[src/rtl/ahd_pkg.sv]
// ----------------------------------------------------------------------------
// ahd_pkg: shared types and constants for the accelerometer hit detector
// Item codes, register indexes, stream widths and reset values.
// ----------------------------------------------------------------------------
package ahd_pkg;

    // Item kind carried on s_tuser
    typedef enum logic {
        OP_TICK   = 1'b0,
        OP_SAMPLE = 1'b1
    } op_t;

    // Configuration port
    localparam int CFG_IDX_W  = 3;
    localparam int CFG_DATA_W = 16;

    localparam logic [CFG_IDX_W-1:0] REG_THRESHOLD_X = 3'd0;
    localparam logic [CFG_IDX_W-1:0] REG_THRESHOLD_Y = 3'd1;
    localparam logic [CFG_IDX_W-1:0] REG_THRESHOLD_Z = 3'd2;
    localparam logic [CFG_IDX_W-1:0] REG_Z_OFFSET    = 3'd3;
    localparam logic [CFG_IDX_W-1:0] REG_HOLDOFF_MS  = 3'd4;

    localparam logic [15:0] THRESHOLD_X_RST = 16'd12000;
    localparam logic [15:0] THRESHOLD_Y_RST = 16'd18000;
    localparam logic [15:0] THRESHOLD_Z_RST = 16'd10;
    localparam logic [15:0] Z_OFFSET_RST    = 16'd16300;
    localparam logic [15:0] HOLDOFF_MS_RST  = 16'd100;

    // Stream widths
    localparam int S_TDATA_W = 48;
    localparam int M_TDATA_W = 8;
    localparam int NUM_AXES  = 3;

    // Divide by 1000 as multiply by ceil(2^26 / 1000), exact for 16-bit dividends
    localparam logic [16:0] ZDIV_RECIP = 17'd67109;
    localparam int          ZDIV_SHIFT = 26;

    localparam logic [15:0] CNT_MAX = 16'hFFFF;

endpackage

[src/rtl/accel_hit_detector.sv]
// ----------------------------------------------------------------------------
// accel_hit_detector: three-axis accelerometer hit detector
// Per-axis crossing detection with millisecond holdoff; one hit word per sample.
// ----------------------------------------------------------------------------
//
//  Channel  | Direction | Payload                                 | Transfers
//  ---------+-----------+-----------------------------------------+------------------
//  s_       | in        | tuser: opcode; tdata: x, y, z (16 each) | tick or sample
//  m_       | out       | tdata: hit_x, hit_y, hit_z, zero pad    | one per sample
//  cfg_     | in        | index 0..4, 16-bit write data           | write on cfg_we
//
//  Three register stages: input register, z scaling register, result register.
//  Items pass them in order up to m_tvalid; one item per cycle unless m_ stalls.
//  The z path (offset subtract, one 16x17 multiply) fills the middle stage; the
//  per-axis compare against stored magnitudes and counters fills the last one.
//  Tick items leave no result. A stalled m_ side holds the result and the stages
//  behind it fill up before s_tready drops. Reset is synchronous, active low.
// ----------------------------------------------------------------------------
module accel_hit_detector (
    input  logic                           aclk,
    input  logic                           aresetn,
    // Input stream
    input  logic                           s_tvalid,
    output logic                           s_tready,
    input  logic [ahd_pkg::S_TDATA_W-1:0]  s_tdata,   // x_sample, y_sample, z_sample
    input  logic                           s_tuser,   // opcode
    // Result stream
    output logic                           m_tvalid,
    input  logic                           m_tready,
    output logic [ahd_pkg::M_TDATA_W-1:0]  m_tdata,   // hit_x, hit_y, hit_z, 5 zero bits
    // Configuration write port
    input  logic                           cfg_we,
    input  logic [ahd_pkg::CFG_IDX_W-1:0]  cfg_index,
    input  logic [ahd_pkg::CFG_DATA_W-1:0] cfg_wdata
);
    import ahd_pkg::*;

    // Magnitude of a signed word, saturated to 15 bits
    function automatic logic [14:0] mag_sat(input logic [15:0] v);
        logic [15:0] m;
        begin
            m = v[15] ? 16'(~v + 16'd1) : v;
            mag_sat = m[15] ? 15'h7FFF : m[14:0];
        end
    endfunction

    // |prev - cur| where prev is a stored magnitude
    function automatic logic [16:0] abs_diff(input logic [14:0] prev,
                                             input logic [15:0] cur);
        logic signed [17:0] d;
        begin
            d = $signed({3'b000, prev}) - $signed({{2{cur[15]}}, cur});
            abs_diff = d[17] ? 17'(-d) : d[16:0];
        end
    endfunction

    // ------------------------------------------------------------------------
    // Configuration registers
    // ------------------------------------------------------------------------
    logic [15:0] thr_reg [NUM_AXES];
    logic [15:0] z_offset_reg;
    logic [15:0] holdoff_reg;

    always_ff @(posedge aclk) begin
        if (!aresetn) begin
            thr_reg[0]   <= THRESHOLD_X_RST;
            thr_reg[1]   <= THRESHOLD_Y_RST;
            thr_reg[2]   <= THRESHOLD_Z_RST;
            z_offset_reg <= Z_OFFSET_RST;
            holdoff_reg  <= HOLDOFF_MS_RST;
        end else if (cfg_we) begin
            unique case (cfg_index)
                REG_THRESHOLD_X: thr_reg[0]   <= cfg_wdata;
                REG_THRESHOLD_Y: thr_reg[1]   <= cfg_wdata;
                REG_THRESHOLD_Z: thr_reg[2]   <= cfg_wdata;
                REG_Z_OFFSET:    z_offset_reg <= cfg_wdata;
                REG_HOLDOFF_MS:  holdoff_reg  <= cfg_wdata;
                default: ;  // drop writes to unmapped indexes
            endcase
        end
    end

    // ------------------------------------------------------------------------
    // Pipeline flow control: a stage advances when the one ahead is free
    // ------------------------------------------------------------------------
    logic a_valid_reg, b_valid_reg, m_valid_reg;
    op_t  a_op_reg, b_op_reg;
    logic out_free, b_go, b_free, a_go, a_free, s_go;

    assign out_free = !m_valid_reg || m_tready;
    // Ticks never touch the output register, so they drain regardless of m_ side
    assign b_go     = b_valid_reg && (b_op_reg == OP_TICK || out_free);
    assign b_free   = !b_valid_reg || b_go;
    assign a_go     = a_valid_reg && b_free;
    assign a_free   = !a_valid_reg || a_go;
    assign s_tready = a_free;
    assign s_go     = s_tvalid && a_free;

    // ------------------------------------------------------------------------
    // Stage A: input register
    // ------------------------------------------------------------------------
    logic [15:0] a_x_reg, a_y_reg, a_z_reg;

    always_ff @(posedge aclk) begin
        if (!aresetn) begin
            a_valid_reg <= 1'b0;
        end else if (a_free) begin
            a_valid_reg <= s_tvalid;
        end
    end

    always_ff @(posedge aclk) begin
        if (s_go) begin
            a_op_reg <= op_t'(s_tuser);
            a_x_reg  <= s_tdata[15:0];
            a_y_reg  <= s_tdata[31:16];
            a_z_reg  <= s_tdata[47:32];
        end
    end

    // z scaling: (z - offset) / 1000, truncated toward zero
    logic signed [16:0] z_diff;
    logic               z_neg;
    logic [16:0]        z_neg_diff;
    logic [15:0]        z_mag;
    logic [32:0]        z_prod;
    logic [6:0]         z_quot_mag;
    logic [7:0]         z_quot;

    always_comb begin
        z_diff     = $signed({1'b0, a_z_reg}) - $signed({1'b0, z_offset_reg});
        z_neg      = z_diff[16];
        z_neg_diff = 17'(-z_diff);
        z_mag      = z_neg ? z_neg_diff[15:0] : z_diff[15:0];
        z_prod     = 33'(z_mag) * 33'(ZDIV_RECIP);
        z_quot_mag = z_prod[ZDIV_SHIFT +: 7];
        z_quot     = z_neg ? 8'(-{1'b0, z_quot_mag}) : {1'b0, z_quot_mag};
    end

    // ------------------------------------------------------------------------
    // Stage B: scaled sample register
    // ------------------------------------------------------------------------
    logic [15:0] b_x_reg, b_y_reg;
    logic [7:0]  b_zq_reg;

    always_ff @(posedge aclk) begin
        if (!aresetn) begin
            b_valid_reg <= 1'b0;
        end else if (b_free) begin
            b_valid_reg <= a_valid_reg;
        end
    end

    always_ff @(posedge aclk) begin
        if (a_go) begin
            b_op_reg <= a_op_reg;
            b_x_reg  <= a_x_reg;
            b_y_reg  <= a_y_reg;
            b_zq_reg <= z_quot;
        end
    end

    // ------------------------------------------------------------------------
    // Judge: all axes see the previous magnitudes before any update
    // ------------------------------------------------------------------------
    logic [14:0] prev_mag_reg [NUM_AXES];
    logic [14:0] prev_mag_next [NUM_AXES];
    logic [15:0] cnt_reg  [NUM_AXES];
    logic [15:0] cnt_next [NUM_AXES];
    logic [15:0] cur      [NUM_AXES];
    logic [NUM_AXES-1:0] crossing, hit;

    always_comb begin
        cur[0] = b_x_reg;
        cur[1] = b_y_reg;
        cur[2] = {{8{b_zq_reg[7]}}, b_zq_reg};
        for (int k = 0; k < NUM_AXES; k++) begin
            crossing[k] = (prev_mag_reg[k] != '0) &&
                          (abs_diff(prev_mag_reg[k], cur[k]) > {1'b0, thr_reg[k]});
            hit[k]      = crossing[k] && (cnt_reg[k] > holdoff_reg);

            prev_mag_next[k] = prev_mag_reg[k];
            cnt_next[k]      = cnt_reg[k];
            if (b_go) begin
                if (b_op_reg == OP_TICK) begin
                    // advance, saturate at full scale
                    if (cnt_reg[k] != CNT_MAX) begin
                        cnt_next[k] = cnt_reg[k] + 16'd1;
                    end
                end else begin
                    prev_mag_next[k] = mag_sat(cur[k]);
                    if (crossing[k]) begin
                        cnt_next[k] = '0;
                    end
                end
            end
        end
    end

    always_ff @(posedge aclk) begin
        if (!aresetn) begin
            for (int k = 0; k < NUM_AXES; k++) begin
                prev_mag_reg[k] <= '0;
                cnt_reg[k]      <= CNT_MAX;
            end
        end else begin
            for (int k = 0; k < NUM_AXES; k++) begin
                prev_mag_reg[k] <= prev_mag_next[k];
                cnt_reg[k]      <= cnt_next[k];
            end
        end
    end

    // ------------------------------------------------------------------------
    // Result register: load on a sample, clear on transfer
    // ------------------------------------------------------------------------
    logic [NUM_AXES-1:0] m_hit_reg;
    logic                m_valid_next;
    logic                m_load;

    assign m_load = b_go && (b_op_reg == OP_SAMPLE);

    always_comb begin
        m_valid_next = m_valid_reg;
        if (m_load) begin
            m_valid_next = 1'b1;
        end else if (m_tready) begin
            m_valid_next = 1'b0;
        end
    end

    always_ff @(posedge aclk) begin
        if (!aresetn) begin
            m_valid_reg <= 1'b0;
        end else begin
            m_valid_reg <= m_valid_next;
        end
    end

    always_ff @(posedge aclk) begin
        if (m_load) begin
            m_hit_reg <= hit;
        end
    end

    assign m_tvalid = m_valid_reg;
    assign m_tdata  = {(M_TDATA_W - NUM_AXES)'(0), m_hit_reg};

endmodule

[config.mk]
export PLATFORM = sky130hd
export DESIGN_NAME = accel_hit_detector
export DESIGN_NICKNAME = d
export VERILOG_FILES = /design/src/rtl/ahd_pkg.sv /design/src/rtl/accel_hit_detector.sv
export SDC_FILE = /design/constraint.sdc
export NUM_CORES = 1
export LEC_CHECK = 0
export BUFFER_PORTS_ARGS = -buffer_cell sky130_fd_sc_hd__buf_2
export CELL_PAD_IN_SITES_DETAIL_PLACEMENT = 2
export CELL_PAD_IN_SITES_GLOBAL_PLACEMENT = 2
export CORE_ASPECT_RATIO = 0.5
export CORE_MARGIN = 5
export CORE_UTILIZATION = 37
export DETAILED_ROUTE_END_ITERATION = 7
export HOLD_SLACK_MARGIN = 0.08
export PLACE_DENSITY = 0.75
export SYNTH_ARGS = -nofsm -noshare
export SYNTH_HDL_FRONTEND = slang
export SYNTH_SLANG_ARGS = --single-unit
[constraint.sdc]
create_clock -name aclk -period 10.7 [get_ports aclk]
set_clock_uncertainty 0.05 [all_clocks]
set_input_delay 2.14 -clock aclk [delete_from_list [all_inputs] [get_ports aclk]]
set_output_delay 2.14 -clock aclk [all_outputs]
set_load 0.01 [all_outputs]
---- Word-level counts from Yosys, hierarchy flattened ----
Memory sizes are Yosys's and may differ from the RTL's.
Cells that the tools add are included.
operators by class
  shift operators ......................... 0
  multiply operators ...................... 1
  mux-type cells .......................... 54
  magnitude comparators ................... 6
  equality and inequality tests ........... 7
  bitwise operators ....................... 13
  div/mod/pow operators ................... 0
  add/subtract/negate cells ............... 15
  reductions and logical operators ........ 24
operator list
  kind                                                                   count
  16-bit 2-to-1 mux                                                      22
  15-bit 2-to-1 mux                                                      12
  16-bit by 1-bit adder with 16-bit output, second input constant        6
  17-bit by 16-bit > comparator with 1-bit output                        3
  17-bit 2-to-1 mux                                                      3
  17-bit negation                                                        3
  16-bit by 16-bit subtractor with 17-bit output                         3
  16-bit > comparator                                                    3
  16-bit inequality test, second input constant                          3
  16-bit NOT                                                             3
  15-bit nonzero test                                                    3
  16-bit by 17-bit multiplier with 33-bit output, second input constant  1
  16-bit by 8-bit subtractor with 17-bit output                          1
  1-bit 2-to-1 mux                                                       16
  16-bit negation                                                        1
  1-bit logical AND                                                      10
  1-bit bitwise OR                                                       9
  7-bit negation with 8-bit output                                       1
  7-bit 2-to-1 mux                                                       1
  3-bit by 2-bit == test with 1-bit output, second input constant        2
  1-bit logical OR                                                       4
  2-bit AND reduction                                                    2
  3-bit by 1-bit == test with 1-bit output, second input constant        1
  3-bit == test, second input constant                                   1
  4 further kinds                                                        6
storage, ports and cells
  bits in registers ....................... 128
  bits in read-only memories .............. 0
  bits in latches ......................... 0
  logic and storage cells ................. 138
  memories kept ........................... 3
  output and inout port bits .............. 10
  memory bits (writable) .................. 141
memory list
  memory        words  width  rd ports  clocked after Yosys merged registers in  wr ports  line                       text
  cnt_reg       3      16     3         0                                        3         accel_hit_detector.sv:168  logic [15:0] cnt_reg [NUM_AXES];
  thr_reg       3      16     3         0                                        3         accel_hit_detector.sv:60   logic [15:0] thr_reg [NUM_AXES];
  prev_mag_reg  3      15     3         0                                        3         accel_hit_detector.sv:166  logic [14:0] prev_mag_reg [NUM_AXES];

---- Depth between registers and ports, before layout ----
An unclocked memory read counts as a cell.
  word-level depth ........................ 10
  mapped depth ............................ 37
  mapped depth without buffers ............ 37

---- Worst setup path before layout ----
Ideal clock, no wire load.
  kind .................................... reg2reg
  start ................................... register a_z_reg[0]
  end ..................................... register b_zq_reg[6] (data pin)
  clock period less this slack ............ 7.982 ns
  data required time ...................... 10.392 ns
  data arrival time ....................... 7.674 ns
  cell stages (with the launch flop) ...... 34
  path slack .............................. 2.718 ns
  path through ............................ edfxtp_1 -> inv_1 -> ha_1 -> inv_1 -> fa_1 -> a211oi_1 -> o211a_1 -> or2_2 -> o21ai_0 -> xnor2_1 -> a221oi_1 -> a41o_2 -> xnor2_1 -> ha_1 -> inv_1 -> fa_1 -> fa_1 -> fa_1 -> fa_1 -> inv_1 -> ha_1 -> ha_1 -> nand3_1 -> nor2_1 -> and3_1 -> nand2_1 -> a31oi_1 -> a41oi_1 -> xnor2_1 -> inv_1 -> ha_1 -> a31oi_1 -> a21oi_1 -> o221a_2
on the way
  cells in the longest elaborated chain, start to end .. 6
RTL lines
  element                                           line                       text
  from (decl)                                       accel_hit_detector.sv:102  logic [15:0] a_x_reg, a_y_reg, a_z_reg;
  from (signal assigned)                            accel_hit_detector.sv:117  a_z_reg <= s_tdata[47:32];
  16-bit by 16-bit subtractor with 17-bit output *  accel_hit_detector.sv:131  z_diff = $signed({1'b0, a_z_reg}) - $signed({1'b0, z_offset_reg});
  16-bit negation                                   accel_hit_detector.sv:133  z_neg_diff = 17'(-z_diff);
  16-bit 2-to-1 mux *                               accel_hit_detector.sv:134  z_mag = z_neg ? z_neg_diff[15:0] : z_diff[15:0];
  16-bit by 17-bit multiplier with 33-bit output *  accel_hit_detector.sv:135  z_prod = 33'(z_mag) * 33'(ZDIV_RECIP);
  named net z_prod[26]                              accel_hit_detector.sv:126  logic [32:0] z_prod;
  7-bit negation with 8-bit output *                accel_hit_detector.sv:137  z_quot = z_neg ? 8'(-{1'b0, z_quot_mag}) : {1'b0, z_quot_mag};
  7-bit 2-to-1 mux *                                accel_hit_detector.sv:137
  named net z_quot[6]                               accel_hit_detector.sv:128  logic [7:0] z_quot;
  to (signal assigned)                              accel_hit_detector.sv:159  b_zq_reg <= z_quot;
  to (decl)                                         accel_hit_detector.sv:144  logic [7:0] b_zq_reg;
Mark *: on every way through the listed nets, which the timed path passes. The rest lies on a longest branch.
A chain may end at the register's enable or synchronous reset.

---- Final worst setup path ----
Same ends and word-level chain as after synthesis.

==> reports/metrics.cfg <==
[run_status]
status=finished clean

[layout]
drive_gt1_frac=0.0737
num-fill-cells=6126
postLayoutCellArea_mm2=0.0229
nets=2750
areaGrowthSynthToFinish_pct=11.0
multi_input_area_mm2=0.0126
final_core_util=0.413
regArea_mm2=0.00674
layoutNonFillerInstCount=3119

[sta]
finalSetupViolCount=0
finalCritPeriodShare=0.878
slew_headroom=0.197
worst_pin_slew_ns=1.20
min_period_ns=9.40
hold_viol_final=0
fin_setup_tns_ns=0
max_freq_mhz=106
rsz0062_at_grt=no
slew_viol_final=0

[floorplanning]
die_x_um=344
initial_core_util=0.372
die_h_um=177
ios=83
core_area_mm2=0.0553
die_area_mm2=0.0608
rows=61

[detailed_routing]
drt_pre_antenna_iters=7
drt_iter0_markers=778
wl_per_cell_um=21.5
vias=17200
ant_nets=0
drt-vias-per-instance=5.53
drt-total-wl_mm=67.0
drcViolationCount=0

[yosys]
yosys.area.top_type=edfxtp_1
yosys-top-cells-area=edfxtp_1 (21%), ha_1 (18%), dfxtp_1 (12%)
synthMostInstantiatedCell=ha_1
yosysWarningCount=0
syn_area_mm2=0.0206
yosysUniqueCellTypes=75
yosys_register_bits=266
synth.avg_cell_area_um2=9.09
synthArstFlopShare=0
syn_inst=2268
synth_edf_count=141
ys_seq_area_frac=0.327
synth_flop_cell=edfxtp_1
yosys-top-cells-count=ha_1 (296), inv_1 (282), a21oi_1 (174)
synth_top_area_frac=0.205

[hold_path]
hp-class=reg2reg

[cts]
cts_tree=built
post_cts_buffers=0
clk_path_buf_depth=3
clk_latency_ns=0.59
cts_resized=0
numClockSinks=266
ctsHoldBuffers=0
cts_made_buffers=28
clk_pin_slew_ns=0.06
clockRootBuffer=clkbuf_16
ctsHtreeMaxLevel=1

[critical_path]
crit_path_start_kind=flip-flop
worst_ep_arrival_time_ns=9.66
worst-setup-path-type=reg2reg
cpPeakStageDelay_ns=0.62
cp_slowest_cell=xnor2_1
worstPathRequired_ns=10.97
endpoint_kind=flip-flop
crit_fanout=8

[place]
gp_congestion=0.847
place_area_mm2=0.0219
dp_cells=3064
io_buffer_count=77
dpl.hpwl_mm=51.5

[global_route]
grt_pass1_wl_mm=105
antenna_found_initial=4
grt_usage=0.217
grt_pass1_vias=18800
grt_remaining_overflow=0
grt_max_degree=53

[power]
p_leak_nw=10.2
vdd_drop_max_uv=381
power.density_mw_per_mm2=273
power_mw=6.24

[job]
max_cap_violations=0

[per-stage QoR]
step                      hold slack, ns  worst slack (ns)
after CTS                          0.372              1.26
after detailed placement           0.356              1.36
final                              0.370              1.30
after global routing               0.376             0.622
after floorplan                    0.350              2.72
after global placement             0.352              1.84
[placed cells by master, fill, tap and decap left out, drive strengths merged, types with 35 or more instances in the layout]
master,count
nor3,57
nand4,35
edfxtp,141
xnor2,102
nand2,166
o21ai,111
a21oi,174
nor2,116
clkbuf,35
o21a,39
inv,282
ha,296
dfxtp,125
nand3,47
fa,43
buf,96
a21o,37
[area by class of cell]
cell class / count / area share
Antenna cell: 3 / 0.000328
Clock buffer: 35 / 0.0331
Clock inverter: 17 / 0.00903
Inverter: 284 / 0.0466
Multi-Input combinational cell: 1662 / 0.552
Sequential cell: 266 / 0.295
Tap cell: 756 / 0.0414
Timing Repair Buffer: 96 / 0.0232
[worst paths after layout]
check	start	end	slack, ns	cells after the start
hold reg to reg	a_y_reg[4]	b_y_reg[4]	0.37	0
setup / recovery	a_z_reg[0]	b_zq_reg[6]	1.30	33
setup reg to reg	a_z_reg[0]	b_zq_reg[6]	1.30	33
hold / removal	a_y_reg[4]	b_y_reg[4]	0.37	0
[where the power goes]
part           internal, mW  switching (mW)  leakage (nW)
Clock                 0.599           0.440         0.466
Sequential             1.16          0.0438          2.38
Combinational          1.55            2.45          7.31
[worst max-delay path: cells and delay by family, from the launching register on]
family	cells	cell delay, ns
adders and majority gates	10	3.80
AOI/OAI and AO/OA	10	2.29
xor gates and xnor gates	3	1.48
and+or+nand+nor	5	0.82
DFF	1	0.37
buffers and inverters	5	0.35
[cells by family (layout without fill, tap and decap cells)]
group / after synthesis / after routing / synth area share
XOR/XNOR: 136 / 136 / 0.0578
multiplexers: 6 / 6 / 0.00304
AND/OR/NAND/NOR: 613 / 613 / 0.149
buffers and inverters: 344 / 432 / 0.0639
AO/OA/AOI/OAI: 563 / 563 / 0.178
other: 1 / 8 / 0.000182
flip-flops: 266 / 266 / 0.327
adder cells (fa/ha/maj): 339 / 339 / 0.221
[per-layer routing]
layer,vias to the layer above,share of wire,wire length (um),global-route usage
li1,8245,-,-,-
met1,8735,0.47,31700,0.290
met2,182,0.48,32000,0.380
met3,75,0.026,1770,0.0248
met4,0,0.023,1560,0.0506
met5,-,0,0,0
No activity file was read; power rests on OpenSTA's default activity.
